**src/sv/wlp_pkg.sv**
```systemverilog
package wlp_pkg;

    localparam int COORD_WIDTH = 20;
    localparam int FRAC_BITS   = 4;
    localparam int CFG_W       = 12;

    // Absolute coordinate differences fit in COORD_WIDTH unsigned bits.
    localparam int DIFF_W = COORD_WIDTH;
    localparam int PROD_W = 2 * DIFF_W;
    // Segment length in sub-pixel units, and the square-root datapath.
    localparam int SQ_W   = DIFF_W + 1;
    localparam int RAD_W  = 2 * SQ_W;
    localparam int REM_W  = SQ_W + 3;
    localparam int SKIP_W = (SQ_W - FRAC_BITS + 2 > CFG_W + 1) ?
                            (SQ_W - FRAC_BITS + 2) : (CFG_W + 1);
    localparam int SUB_W  = SKIP_W + FRAC_BITS + 1;
    localparam int CMP_W  = SQ_W + CFG_W + FRAC_BITS;

    localparam int APB_AW = 4;
    localparam int APB_DW = 32;

    localparam logic [1:0] REG_LABEL_WIDTH    = 2'd0;
    localparam logic [1:0] REG_LABEL_SPACING  = 2'd1;
    localparam logic [1:0] REG_OUTLINE_ENABLE = 2'd2;

    localparam logic [CFG_W-1:0] RST_LABEL_WIDTH   = 12'd10;
    localparam logic [CFG_W-1:0] RST_LABEL_SPACING = 12'd500;

    typedef struct packed {
        logic signed [COORD_WIDTH-1:0] vertex_x;
        logic signed [COORD_WIDTH-1:0] vertex_y;
        logic                          way_start;
    } t_in_item;

    typedef struct packed {
        logic signed [COORD_WIDTH-1:0] left_x;
        logic signed [COORD_WIDTH-1:0] left_y;
        logic signed [COORD_WIDTH-1:0] right_x;
        logic signed [COORD_WIDTH-1:0] right_y;
        logic                          with_outline;
    } t_out_item;

    typedef struct packed {
        logic [CFG_W-1:0] label_width;
        logic [CFG_W-1:0] label_spacing;
        logic             outline_enable;
    } t_cfg;

    typedef struct packed {
        logic load;
        logic sq_x;
        logic sq_y;
        logic sum;
        logic root_step;
        logic finish;
    } t_cmd;

    typedef struct packed {
        logic new_way;
        logic emit;
    } t_sts;

endpackage

```
**src/sv/way_label_placement_core.sv**
```systemverilog
// A vertex that closes a segment steps through the states SQX, SQY, SUM, the bit-serial
// square root (ROOT) and DONE; its result, if any, is then registered at the output.
// No new vertex is accepted until the control returns to IDLE; a vertex that starts a
// way is taken in IDLE alone. A finished item may wait in the output register while
// the next one is accepted; a label stalls in DONE while it is full.
// Reset (synchronous, active low) clears the vertex history and skip, and restores defaults.
module way_label_placement_core (
    input  logic                        i_clk,
    input  logic                        i_rst_n,
    input  logic                        i_in_valid,
    output logic                        o_in_ready,
    input  wlp_pkg::t_in_item           i_in_data,
    output logic                        o_out_valid,
    input  logic                        i_out_ready,
    output wlp_pkg::t_out_item          o_out_data,
    input  logic                        psel,
    input  logic                        penable,
    input  logic                        pwrite,
    input  logic [wlp_pkg::APB_AW-1:0]  paddr,
    input  logic [wlp_pkg::APB_DW-1:0]  pwdata,
    output logic [wlp_pkg::APB_DW-1:0]  prdata,
    output logic                        pready
);
    import wlp_pkg::*;

    t_cfg cfg;
    t_cmd cmd;
    t_sts sts;

    assign pready = 1'b1;

    wlp_regs u_regs (
        .i_clk   (i_clk),
        .i_rst_n (i_rst_n),
        .psel    (psel),
        .penable (penable),
        .pwrite  (pwrite),
        .paddr   (paddr),
        .pwdata  (pwdata),
        .prdata  (prdata),
        .o_cfg   (cfg)
    );

    wlp_ctrl u_ctrl (
        .i_clk       (i_clk),
        .i_rst_n     (i_rst_n),
        .i_in_valid  (i_in_valid),
        .o_in_ready  (o_in_ready),
        .o_out_valid (o_out_valid),
        .i_out_ready (i_out_ready),
        .i_sts       (sts),
        .o_cmd       (cmd)
    );

    wlp_dpath u_dpath (
        .i_clk   (i_clk),
        .i_rst_n (i_rst_n),
        .i_in    (i_in_data),
        .i_cfg   (cfg),
        .i_cmd   (cmd),
        .o_sts   (sts),
        .o_out   (o_out_data)
    );

endmodule

```
**src/sv/wlp_regs.sv**
```systemverilog
module wlp_regs (
    input  logic                        i_clk,
    input  logic                        i_rst_n,
    input  logic                        psel,
    input  logic                        penable,
    input  logic                        pwrite,
    input  logic [wlp_pkg::APB_AW-1:0]  paddr,
    input  logic [wlp_pkg::APB_DW-1:0]  pwdata,
    output logic [wlp_pkg::APB_DW-1:0]  prdata,
    output wlp_pkg::t_cfg               o_cfg
);
    import wlp_pkg::*;

    t_cfg       r_cfg;
    t_cfg       n_cfg;
    logic [1:0] reg_idx;
    logic       wr_en;

    assign reg_idx = paddr[APB_AW-1:2];
    assign wr_en   = psel && penable && pwrite;

    always_comb begin
        n_cfg = r_cfg;
        if (wr_en) begin
            unique case (reg_idx)
                REG_LABEL_WIDTH:    n_cfg.label_width    = pwdata[CFG_W-1:0];
                REG_LABEL_SPACING:  n_cfg.label_spacing  = pwdata[CFG_W-1:0];
                REG_OUTLINE_ENABLE: n_cfg.outline_enable = pwdata[0];
                default: ;
            endcase
        end
    end

    always_ff @(posedge i_clk) begin
        if (!i_rst_n) begin
            r_cfg.label_width    <= RST_LABEL_WIDTH;
            r_cfg.label_spacing  <= RST_LABEL_SPACING;
            r_cfg.outline_enable <= 1'b0;
        end else begin
            r_cfg <= n_cfg;
        end
    end

    always_comb begin
        unique case (reg_idx)
            REG_LABEL_WIDTH:    prdata = APB_DW'(r_cfg.label_width);
            REG_LABEL_SPACING:  prdata = APB_DW'(r_cfg.label_spacing);
            REG_OUTLINE_ENABLE: prdata = APB_DW'(r_cfg.outline_enable);
            default:            prdata = '0;
        endcase
    end

    assign o_cfg = r_cfg;

endmodule

```
**src/sv/wlp_ctrl.sv**
```systemverilog
module wlp_ctrl (
    input  logic          i_clk,
    input  logic          i_rst_n,
    input  logic          i_in_valid,
    output logic          o_in_ready,
    output logic          o_out_valid,
    input  logic          i_out_ready,
    input  wlp_pkg::t_sts i_sts,
    output wlp_pkg::t_cmd o_cmd
);
    import wlp_pkg::*;

    localparam logic [2:0] ST_IDLE = 3'd0;
    localparam logic [2:0] ST_SQX  = 3'd1;
    localparam logic [2:0] ST_SQY  = 3'd2;
    localparam logic [2:0] ST_SUM  = 3'd3;
    localparam logic [2:0] ST_ROOT = 3'd4;
    localparam logic [2:0] ST_DONE = 3'd5;

    localparam int CNT_W = $clog2(SQ_W);
    localparam logic [CNT_W-1:0] CNT_LAST = CNT_W'(SQ_W - 1);

    logic [2:0]       r_state;
    logic [2:0]       n_state;
    logic [CNT_W-1:0] r_cnt;
    logic [CNT_W-1:0] n_cnt;
    logic             r_out_valid;
    logic             n_out_valid;
    logic             accept;

    assign o_in_ready = (r_state == ST_IDLE);
    assign accept     = i_in_valid && o_in_ready;

    always_comb begin
        n_state = r_state;
        n_cnt   = r_cnt;
        o_cmd   = '0;
        unique case (r_state)
            ST_IDLE: begin
                if (accept) begin
                    o_cmd.load = 1'b1;
                    if (!i_sts.new_way) begin
                        n_state = ST_SQX;
                    end
                end
            end
            ST_SQX: begin
                o_cmd.sq_x = 1'b1;
                n_state    = ST_SQY;
            end
            ST_SQY: begin
                o_cmd.sq_y = 1'b1;
                n_state    = ST_SUM;
            end
            ST_SUM: begin
                o_cmd.sum = 1'b1;
                n_cnt     = '0;
                n_state   = ST_ROOT;
            end
            ST_ROOT: begin
                o_cmd.root_step = 1'b1;
                n_cnt           = r_cnt + 1'b1;
                if (r_cnt == CNT_LAST) begin
                    n_state = ST_DONE;
                end
            end
            ST_DONE: begin
                // A new result may only land once the output register is free.
                if (!i_sts.emit || !r_out_valid || i_out_ready) begin
                    o_cmd.finish = 1'b1;
                    n_state      = ST_IDLE;
                end
            end
            default: n_state = ST_IDLE;
        endcase
    end

    always_comb begin
        if (o_cmd.finish && i_sts.emit) begin
            n_out_valid = 1'b1;
        end else if (i_out_ready) begin
            n_out_valid = 1'b0;
        end else begin
            n_out_valid = r_out_valid;
        end
    end

    always_ff @(posedge i_clk) begin
        if (!i_rst_n) begin
            r_state     <= ST_IDLE;
            r_cnt       <= '0;
            r_out_valid <= 1'b0;
        end else begin
            r_state     <= n_state;
            r_cnt       <= n_cnt;
            r_out_valid <= n_out_valid;
        end
    end

    assign o_out_valid = r_out_valid;

endmodule

```
**src/sv/wlp_dpath.sv**
```systemverilog
module wlp_dpath (
    input  logic               i_clk,
    input  logic               i_rst_n,
    input  wlp_pkg::t_in_item  i_in,
    input  wlp_pkg::t_cfg      i_cfg,
    input  wlp_pkg::t_cmd      i_cmd,
    output wlp_pkg::t_sts      o_sts,
    output wlp_pkg::t_out_item o_out
);
    import wlp_pkg::*;

    logic signed [COORD_WIDTH-1:0] r_prev_x;
    logic signed [COORD_WIDTH-1:0] r_prev_y;
    logic signed [COORD_WIDTH-1:0] r_seg_x;
    logic signed [COORD_WIDTH-1:0] r_seg_y;
    logic                          r_have_prev;
    logic signed [SKIP_W-1:0]      r_skip;
    logic signed [SKIP_W-1:0]      n_skip;
    logic [DIFF_W-1:0]             r_dx;
    logic [DIFF_W-1:0]             r_dy;
    logic [PROD_W-1:0]             r_sq_x;
    logic [PROD_W-1:0]             r_sq_y;
    logic [RAD_W-1:0]              r_rad;
    logic [REM_W-1:0]              r_rem;
    logic [SQ_W-1:0]               r_root;
    t_out_item                     r_out;

    logic signed [DIFF_W:0] diff_x;
    logic signed [DIFF_W:0] diff_y;
    logic [DIFF_W:0]        abs_x;
    logic [DIFF_W:0]        abs_y;
    logic [DIFF_W-1:0]      mul_op;
    logic [PROD_W-1:0]      mul_prod;
    logic [REM_W-1:0]       rem_sh;
    logic [REM_W-1:0]       trial;
    logic                   skip_pos;
    logic [CMP_W-1:0]       thresh;
    logic                   long_enough;
    logic signed [SUB_W-1:0] sub_val;
    logic [SUB_W-1:0]       sub_mag;
    logic                   prev_left;

    // Differences against the stored vertex, taken as the item is accepted.
    assign diff_x = $signed({i_in.vertex_x[COORD_WIDTH-1], i_in.vertex_x})
                  - $signed({r_prev_x[COORD_WIDTH-1], r_prev_x});
    assign diff_y = $signed({i_in.vertex_y[COORD_WIDTH-1], i_in.vertex_y})
                  - $signed({r_prev_y[COORD_WIDTH-1], r_prev_y});
    assign abs_x  = diff_x[DIFF_W] ? (DIFF_W+1)'(0) - diff_x : diff_x;
    assign abs_y  = diff_y[DIFF_W] ? (DIFF_W+1)'(0) - diff_y : diff_y;

    // One multiplier serves both squares.
    assign mul_op   = i_cmd.sq_y ? r_dy : r_dx;
    assign mul_prod = mul_op * mul_op;

    // Restoring square root, one result bit per step.
    assign rem_sh = {r_rem[REM_W-3:0], r_rad[RAD_W-1:RAD_W-2]};
    assign trial  = {1'b0, r_root, 2'b01};

    assign skip_pos    = !r_skip[SKIP_W-1] && (r_skip != '0);
    assign thresh      = CMP_W'(i_cfg.label_width) << FRAC_BITS;
    assign long_enough = CMP_W'(r_root) > thresh;
    assign prev_left   = r_seg_x <= r_prev_x;

    assign o_sts.new_way = i_in.way_start || !r_have_prev;
    assign o_sts.emit    = !skip_pos && long_enough;

    always_comb begin
        sub_val = ($signed({{(SUB_W-SKIP_W){r_skip[SKIP_W-1]}}, r_skip}) <<< FRAC_BITS)
                - $signed(SUB_W'(r_root));
        sub_mag = SUB_W'(0) - sub_val;
        n_skip  = r_skip;
        if (skip_pos) begin
            // Truncate toward zero in whole pixels.
            if (!sub_val[SUB_W-1]) begin
                n_skip = SKIP_W'(sub_val >>> FRAC_BITS);
            end else begin
                n_skip = SKIP_W'(SUB_W'(0) - (sub_mag >> FRAC_BITS));
            end
        end else if (long_enough) begin
            n_skip = SKIP_W'(i_cfg.label_spacing);
        end
    end

    always_ff @(posedge i_clk) begin
        if (!i_rst_n) begin
            r_prev_x    <= '0;
            r_prev_y    <= '0;
            r_have_prev <= 1'b0;
            r_skip      <= '0;
        end else begin
            if (i_cmd.load) begin
                r_prev_x    <= i_in.vertex_x;
                r_prev_y    <= i_in.vertex_y;
                r_have_prev <= 1'b1;
                if (o_sts.new_way) begin
                    r_skip <= '0;
                end
            end
            if (i_cmd.finish) begin
                r_skip <= n_skip;
            end
        end
    end

    always_ff @(posedge i_clk) begin
        if (i_cmd.load) begin
            r_seg_x <= r_prev_x;
            r_seg_y <= r_prev_y;
            r_dx    <= abs_x[DIFF_W-1:0];
            r_dy    <= abs_y[DIFF_W-1:0];
        end
        if (i_cmd.sq_x) begin
            r_sq_x <= mul_prod;
        end
        if (i_cmd.sq_y) begin
            r_sq_y <= mul_prod;
        end
        if (i_cmd.sum) begin
            r_rad  <= RAD_W'(r_sq_x) + RAD_W'(r_sq_y);
            r_rem  <= '0;
            r_root <= '0;
        end
        if (i_cmd.root_step) begin
            r_rad <= r_rad << 2;
            if (rem_sh >= trial) begin
                r_rem  <= rem_sh - trial;
                r_root <= {r_root[SQ_W-2:0], 1'b1};
            end else begin
                r_rem  <= rem_sh;
                r_root <= {r_root[SQ_W-2:0], 1'b0};
            end
        end
        if (i_cmd.finish && o_sts.emit) begin
            r_out.left_x       <= prev_left ? r_seg_x : r_prev_x;
            r_out.left_y       <= prev_left ? r_seg_y : r_prev_y;
            r_out.right_x      <= prev_left ? r_prev_x : r_seg_x;
            r_out.right_y      <= prev_left ? r_prev_y : r_seg_y;
            r_out.with_outline <= i_cfg.outline_enable;
        end
    end

    assign o_out = r_out;

endmodule
```
**config.mk**
```make
export PLATFORM = sky130hd
export DESIGN_NAME = way_label_placement_core
export DESIGN_NICKNAME = d
export VERILOG_FILES = /design/src/sv/wlp_pkg.sv /design/src/sv/way_label_placement_core.sv /design/src/sv/wlp_regs.sv /design/src/sv/wlp_ctrl.sv /design/src/sv/wlp_dpath.sv
export SDC_FILE = /design/constraint.sdc
export NUM_CORES = 2
export LEC_CHECK = 0
export BUFFER_PORTS_ARGS = -buffer_cell sky130_fd_sc_hd__buf_2
export CAP_MARGIN = 15
export CORE_UTILIZATION = 57
export DETAILED_ROUTE_END_ITERATION = 8
export GPL_TIMING_DRIVEN = 0
export PLACE_DENSITY = 0.76
export SLEW_MARGIN = 20
export SYNTH_ARGS = -nofsm -noshare
export SYNTH_HDL_FRONTEND = slang
export SYNTH_SLANG_ARGS = --single-unit
```
**constraint.sdc**
```tcl
create_clock -name i_clk -period 10.9 [get_ports i_clk]
set_clock_uncertainty 0.2 [all_clocks]
set_input_delay 0.545 -clock i_clk [delete_from_list [all_inputs] [get_ports i_clk]]
set_output_delay 0.545 -clock i_clk [all_outputs]
set_load 0.005 [all_outputs]
```
# Word level (Yosys, flattened, before mapping)
# Index checks and enable logic that the tools add are counted.
[op_classes] n_addsub=10 n_mul=1 magnitude_cmp=3 n_eq_ne=13 mux=38 reduce_logical=27
[op_table] operator="$mux 20" count=7
[op_table] operator="$mux 19" count=6
[op_table] operator="$mux 42" count=2
[op_table] operator="$mux 22" count=3
[op_table] operator="$mux 21" count=2
[op_table] operator="$sub 20x20->21" count=2
[op_table] operator="$add 40x40->41" count=1
[op_table] operator="$mul 20x20->40" count=1
[op_table] operator="$sub 1x20->20 const A" count=2
[op_table] operator="$pmux 12 s3" count=1
[op_table] operator="$ge 24x23->1" count=1
[op_table] operator="$sub 23x22->24" count=1
[op_table] operator="$sub 1x23->23 const A" count=1
[op_table] operator="$sub 22x22->22" count=1
[op_table] operator="$gt 21x16->1" count=1
[op_table] operator="$le 20x20->1" count=1
[op_table] operator="$reduce_bool 19->1" count=1
[op_table] operator="$sub 1x19->19 const A" count=1
[op_table] operator="$pmux 3 s6" count=1
[op_table] operator="$mux 3" count=4
[op_table] operator="$mux 1" count=11
[op_table] operator="$pmux 5 s2" count=1
[op_table] operator="$reduce_bool 2->1" count=5
[op_table] operator="$eq 3x2->1 const B" count=2
[op_table] operator="17 further kinds" count=33
[totals] register_bits=420 inputBits=84 out_inout_bits=116 word_cells=117

# Logic depth before layout (Yosys ltp)
[depth] ltp_word=11 ltp_mapped=35 ltp_nobuf=32

# Hierarchy
# From an unflattened synthesis, not the netlist that was laid out.
[unflattened] hier_cells=3516 hier_area_um2=35571.6
[by_module_without_submodules] mod="wlp_dpath" instances=1 cells_per_inst=3298 area_per_inst_um2=33628.5 seq_area_each_um2=10910.5
[by_module_without_submodules] mod="wlp_regs" instances=1 cells_per_inst=155 area_per_inst_um2=1406.3 seq_area_each_um2=500.5
[by_module_without_submodules] mod="wlp_ctrl" instances=1 cells_per_inst=61 area_per_inst_um2=525.5 seq_area_each_um2=180.2
[by_module_without_submodules] mod="way_label_placement_core" instances=1 cells_per_inst=2 area_per_inst_um2=11.3 seq_area_each_um2=0.0

# Worst setup path before layout
# Ideal clock, no wire load.
[synth_path] path_kind="register to register" start="register u_ctrl.r_state[2]" end="register u_dpath.r_sq_x[37] (data pin)" setup_time_ns=0.263 arrival_time_ns=9.659 t_required_ns=10.437 slack_ns=0.779 stages_incl_launch_ff=35 path_buffers=4 period_less_slack_ns=10.121 path_cell_list="dfxtp_1 clkbuf_1 nor3b_1 buf_2 buf_1 mux2_2 clkbuf_1 nand2_1 fa_1 inv_1 fa_1 inv_1 fa_1 inv_1 fa_1 inv_1 fa_1 inv_1 fa_1 inv_1 fa_1 inv_1 ha_1 a21oi_1 o21bai_1 a21o_1 a21o_1 a2111oi_0 o21bai_1 o211a_1 o22ai_1 nor2_1 a211o_1 a21oi_1 xnor2_1"
[synth_via] elab_chain_cells=4
[synth_lines] element="start: declaration" line_no="wlp_ctrl.sv:23" text="logic [2:0] r_state;"
[synth_lines] element="start signal: assignment" line_no="wlp_ctrl.sv:94" text="r_state <= n_state;"
[synth_lines] element="$eq 3x2->1" line_no="wlp_ctrl.sv:38" text="unique case (r_state)"
[synth_lines] element="$mux 1" line_no="wlp_ctrl.sv:38"
[synth_lines] element="$mux 20" line_no="wlp_dpath.sv:52" text="assign mul_op = i_cmd.sq_y ? r_dy : r_dx;"
[synth_lines] element="$mul 20x20->40" line_no="wlp_dpath.sv:53" text="assign mul_prod = mul_op * mul_op;"
[synth_lines] element="via u_dpath.mul_prod[37]" line_no="wlp_dpath.sv:33" text="logic [PROD_W-1:0] mul_prod;"
[synth_lines] element="end signal: assignment" line_no="wlp_dpath.sv:113" text="r_sq_x <= mul_prod;"
[synth_lines] element="end: declaration" line_no="wlp_dpath.sv:21" text="logic [PROD_W-1:0] r_sq_x;"
# The timed path passes the listed nets, and every way through them passes these cells.
# A chain may end at the register's enable or synchronous reset.

# Worst setup path after layout
[layout_path] start="register u_ctrl.r_state[2]" end="register u_dpath.r_sq_y[37] (data pin)"
[layout_via] elab_chain_cells=4
[layout_lines] element="$eq 3x2->1" line_no="wlp_ctrl.sv:38"
[layout_lines] element="$mux 1" line_no="wlp_ctrl.sv:38"
[layout_lines] element="$mux 20" line_no="wlp_dpath.sv:52"
[layout_lines] element="$mul 20x20->40" line_no="wlp_dpath.sv:53"
[layout_lines] element="via u_dpath.mul_prod[37]" line_no="wlp_dpath.sv:33"
[layout_lines] element="end signal: assignment" line_no="wlp_dpath.sv:116" text="r_sq_y <= mul_prod;"
[layout_lines] element="end: declaration" line_no="wlp_dpath.sv:22" text="logic [PROD_W-1:0] r_sq_y;"
# The timed path passes the listed nets, and every way through them passes these cells.

==> impl_summary.log <==
[metrics] global-route wire length before repair: 139,000 microns
[metrics] termination of the worst setup path: u_dpath.r_sq_y[37]
[metrics] RSZ-0062 raised after global routing: no
[metrics] number of placement rows: 90
[metrics] H-tree levels: 2
[metrics] number of CTS-inserted buffers: 46
[metrics] largest net degree at the start of global routing: 47
[metrics] post-route core utilization: 64.3%
[metrics] number of buffers added on ports: 154
[metrics] combined buffer and inverter count along the critical path: 9
[metrics] Clock Tree Root: clkbuf_16
[metrics] Iter 0 DRT Violations: 2,217
[metrics] commonest register cell after synthesis: edfxtp_1
[metrics] final worst-path cycle share: 96.1%
[metrics] timing startpoint of the critical path: u_ctrl.r_state[2]
[metrics] fraction of post-synthesis cell area in the top cell type by area: 27.8%
[metrics] hold violation count in the final report: 0
[metrics] antenna violations before repair: 0
[metrics] Final Critical Period: 10.48 ns
[metrics] launching point of the worst reg2reg path: u_ctrl.r_state[2]
[metrics] Routed Antenna Nets: 0
[metrics] post-synth top area cell: edfxtp_1
[metrics] n_diodes: 0
[metrics] unique cell type count in the Yosys netlist: 95
[metrics] number of enable-type register cells in the synthesized netlist: 322
[metrics] Top-Level Pins: 200
[metrics] Die Y-Extent: 249 microns
[metrics] Syn. warnings: 0
[metrics] synthesized area: 0.0347 sq mm
[metrics] highest-count cells in the layout ignoring fill and taps: 485 x inv_1, 379 x nand2_1, 322 x edfxtp_1, 305 x ha_1, 299 x nor2_1
[metrics] share of final-layout standard cells stronger than drive strength 1: 9.89%
[metrics] HPWL Detailed: 67,300 microns
[metrics] Tightest Pin Transition: 1.17 ns
[metrics] final setup violation count: 0
[metrics] clock tree from TritonCTS: built
[metrics] setup slack of the worst register-to-register path: 0.42 ns
[metrics] result of the run: complete, no violations
[metrics] TritonCTS sink count: 418
[metrics] Synth area leaders: edfxtp_1 28%, fa_1 16%, ha_1 11%
[metrics] share of synthesized area spent on multiplexers: 3.41%
[metrics] most frequent cell on the critical path: fa_1
[metrics] count of filler cells inserted in the layout: 4,791
[metrics] global placement routability congestion: 0.977
[metrics] class of the tightest hold or removal check: primary input to flip-flop
[metrics] vias in the first global route: 26,300
[metrics] CTS max path bufs: 3
[metrics] initial core utilization: 57.7%
[metrics] cell family with the largest share of critical-path delay: adder cells
[metrics] Post-Synthesis Mean Instance Area: 9.84 sq um
[metrics] fraction of the mapped netlist area in compound gates: 11.3%
[metrics] Crit. End Element: flip-flop
[metrics] Synth async-reset ratio: 0%
[metrics] cell with the largest stage delay on the worst path: mux2i_1
[metrics] total of flip-flops plus latches after synthesis: 418
[metrics] max-slew violations: 0
[metrics] endpoint of the most critical register-to-register path: u_dpath.r_sq_y[37]
[metrics] Area growth, synth to finish: 11.5%
[metrics] instance count of the mapped netlist: 3,531
[metrics] logic depth of the worst setup path including buffers: 33
[metrics] vias per inst: 5.69
[metrics] largest driver fanout on the critical path: 10
[metrics] MaxCap Viol Count: 0
[metrics] Pre-Repair DR Iteration Count: 6
[metrics] Routed WL per cell: 18.7 microns
[metrics] number of nets in the final layout: 4,476
[metrics] CP arrival: 10.59 ns
[metrics] worst-case headroom to the max-slew limit: 19.5%
[metrics] routed via count: 26,300
[metrics] Crit path required time: 11.02 ns
[metrics] clock transition at the registers of the reported paths: 0.06 ns
[metrics] Total GRT Usage: 28.2%
[metrics] post-synthesis xor/xnor area fraction: 4.94%
[metrics] DIE WIDTH: 249 microns
[metrics] source-to-sink clock delay at the later pin of the worst-skew pair: 0.61 ns
[metrics] classification of the worst setup path: flip-flop to flip-flop
[metrics] Std-Cell Core Area: 0.0602 sq mm
[metrics] count of unresolved DRC violations after routing: 0
[metrics] adder and majority gate portion of the synthesized area: 27.2%
[metrics] sequential-to-total area share from yosys stat: 33.4%
[metrics] number of cell instances on the worst register-to-register path: 33
[metrics] upper clock frequency limit: 0.0955 GHz
[metrics] total die area: 0.0619 sq mm
[metrics] Final Routed Wirelength: 86,700 microns
[metrics] most common cell after layout, fill and taps aside: inv_1
[metrics] post-synthesis share of cell area spent on and, or, nand and nor gates: 12.8%
[metrics] startpoint type of the worst setup path: flip-flop
[metrics] main combinational cell family by area after synthesis: adder cells
[metrics] leftover overflow at the end of global routing: 0
[metrics] delay of the slowest critical-path stage: 0.72 ns
==> how the worst min path moves through the flow <==
stage | start | to | depth (start not counted)
final | i_in_data[27] | u_dpath.r_prev_x[6] | 3
after global routing | i_in_data[27] | u_dpath.r_prev_x[6] | 3
after CTS | i_in_data[2] | u_dpath.r_prev_y[1] | 3
after detailed placement | u_ctrl.r_cnt[4] | u_ctrl.r_cnt[4] | 1
after global placement | u_ctrl.r_cnt[4] | u_ctrl.r_cnt[4] | 1
after floorplan | u_ctrl.r_cnt[4] | u_ctrl.r_cnt[4] | 1
==> registers in the layout, summed over array words and instances (netlist names), 19 cells and up <==
| register | flops |
|---|---|
| u_dpath.r_prev_y | 20 |
| u_dpath.r_root | 21 |
| u_dpath.r_dy | 20 |
| u_dpath.r_sq_x | 39 |
| u_dpath.r_skip | 19 |
| u_dpath.r_sq_y | 39 |
| u_dpath.r_rad | 42 |
| u_dpath.r_seg_x | 20 |
| u_dpath.r_prev_x | 20 |
| u_dpath.r_dx | 20 |
| u_dpath.o_out | 81 |
| u_regs.o_cfg | 25 |
| u_dpath.r_seg_y | 20 |
| u_dpath.r_rem | 22 |
==> final cells by class <==
type	count	area, sq um	area share [%]
multi-input cells	2515	20900	53.9
well taps	782	978	2.53
inverters	492	1850	4.78
clock inverters	21	269	0.695
clock buffers	64	1280	3.30
plain buffers	125	568	1.47
repair buffers	208	1330	3.43
flip-flops and latches	418	11600	29.9
==> worst min-delay path, stage by stage <==
cell and delay (ns):
buf_2 0.12, nand2_1 0.06, a21oi_1 0.05
==> synthesized netlist by cell type (11+ instances only) <==
library cell    n
inv_1         486
nand2_1       379
edfxtp_1      322
ha_1          305
nor2_1        299
fa_1          281
a21oi_1       202
o21ai_0       133
xnor2_1       121
dfxtp_1        96
clkbuf_1       93
xor2_1         75
nand3_1        64
mux2_2         59
a21o_1         53
mux2i_1        52
nor3_1         48
nor2b_1        35
o21a_1         26
a31oi_1        24
buf_4          22
nand2b_1       21
and3_1         20
nand4_1        20
o21bai_1       17
o211ai_1       15
o21ai_1        15
or3_1          14
a211oi_1       13
nor4_1         13
o31ai_1        12
a211o_1        11
==> kinds of logic after synthesis <==
| family | Yosys count |
|---|---|
| AND/OR/NAND/NOR | 980 |
| multiplexers | 111 |
| adder cells (fa/ha/maj) | 588 |
| XOR/XNOR | 196 |
| other | 2 |
| flip-flops | 418 |
| AO/OA/AOI/OAI | 619 |
| buffers and inverters | 617 |
==> through the flow <==
stage / hold WS [ns] / cell area (sq um) / cells / setup slack [ns] / setup TNS (ns)
global placement: 0.238 / 36600 / 4486 / -2.00 / -172.60
CTS: 0.000124 / 38700 / 4625 / 0.00891 / 0
detailed placement: 0.245 / 36800 / 4505 / -0.402 / -2.99
finish: 0.0147 / 38700 / 4625 / 0.423 / 0
floorplan: 0.214 / 34800 / 3550 / 0.779 / 0
global route: 0.00632 / 38700 / 4625 / 0.0640 / 0
==> what timing repair did <==
item | 4_1_cts | 5_1_grt
hold buffers | 35 | 0
endpoints found under the hold margin | 46 | 0
resized for setup | 3 | 11
setup buffers | 0 | 0
endpoints found under the setup margin | 14 | 20
==> routing by layer <==
metal	vias to the layer above	wire length (microns)	track usage (%)
li1	12500	-	-
met1	12700	36900	37.7
met2	900	40900	46.5
met3	180	5670	4.16
met4	0	3260	10.6
met5	-	0	0
Power is not shown: default switching activity piles up to over one toggle a cycle in this logic, so the estimate is an artifact.
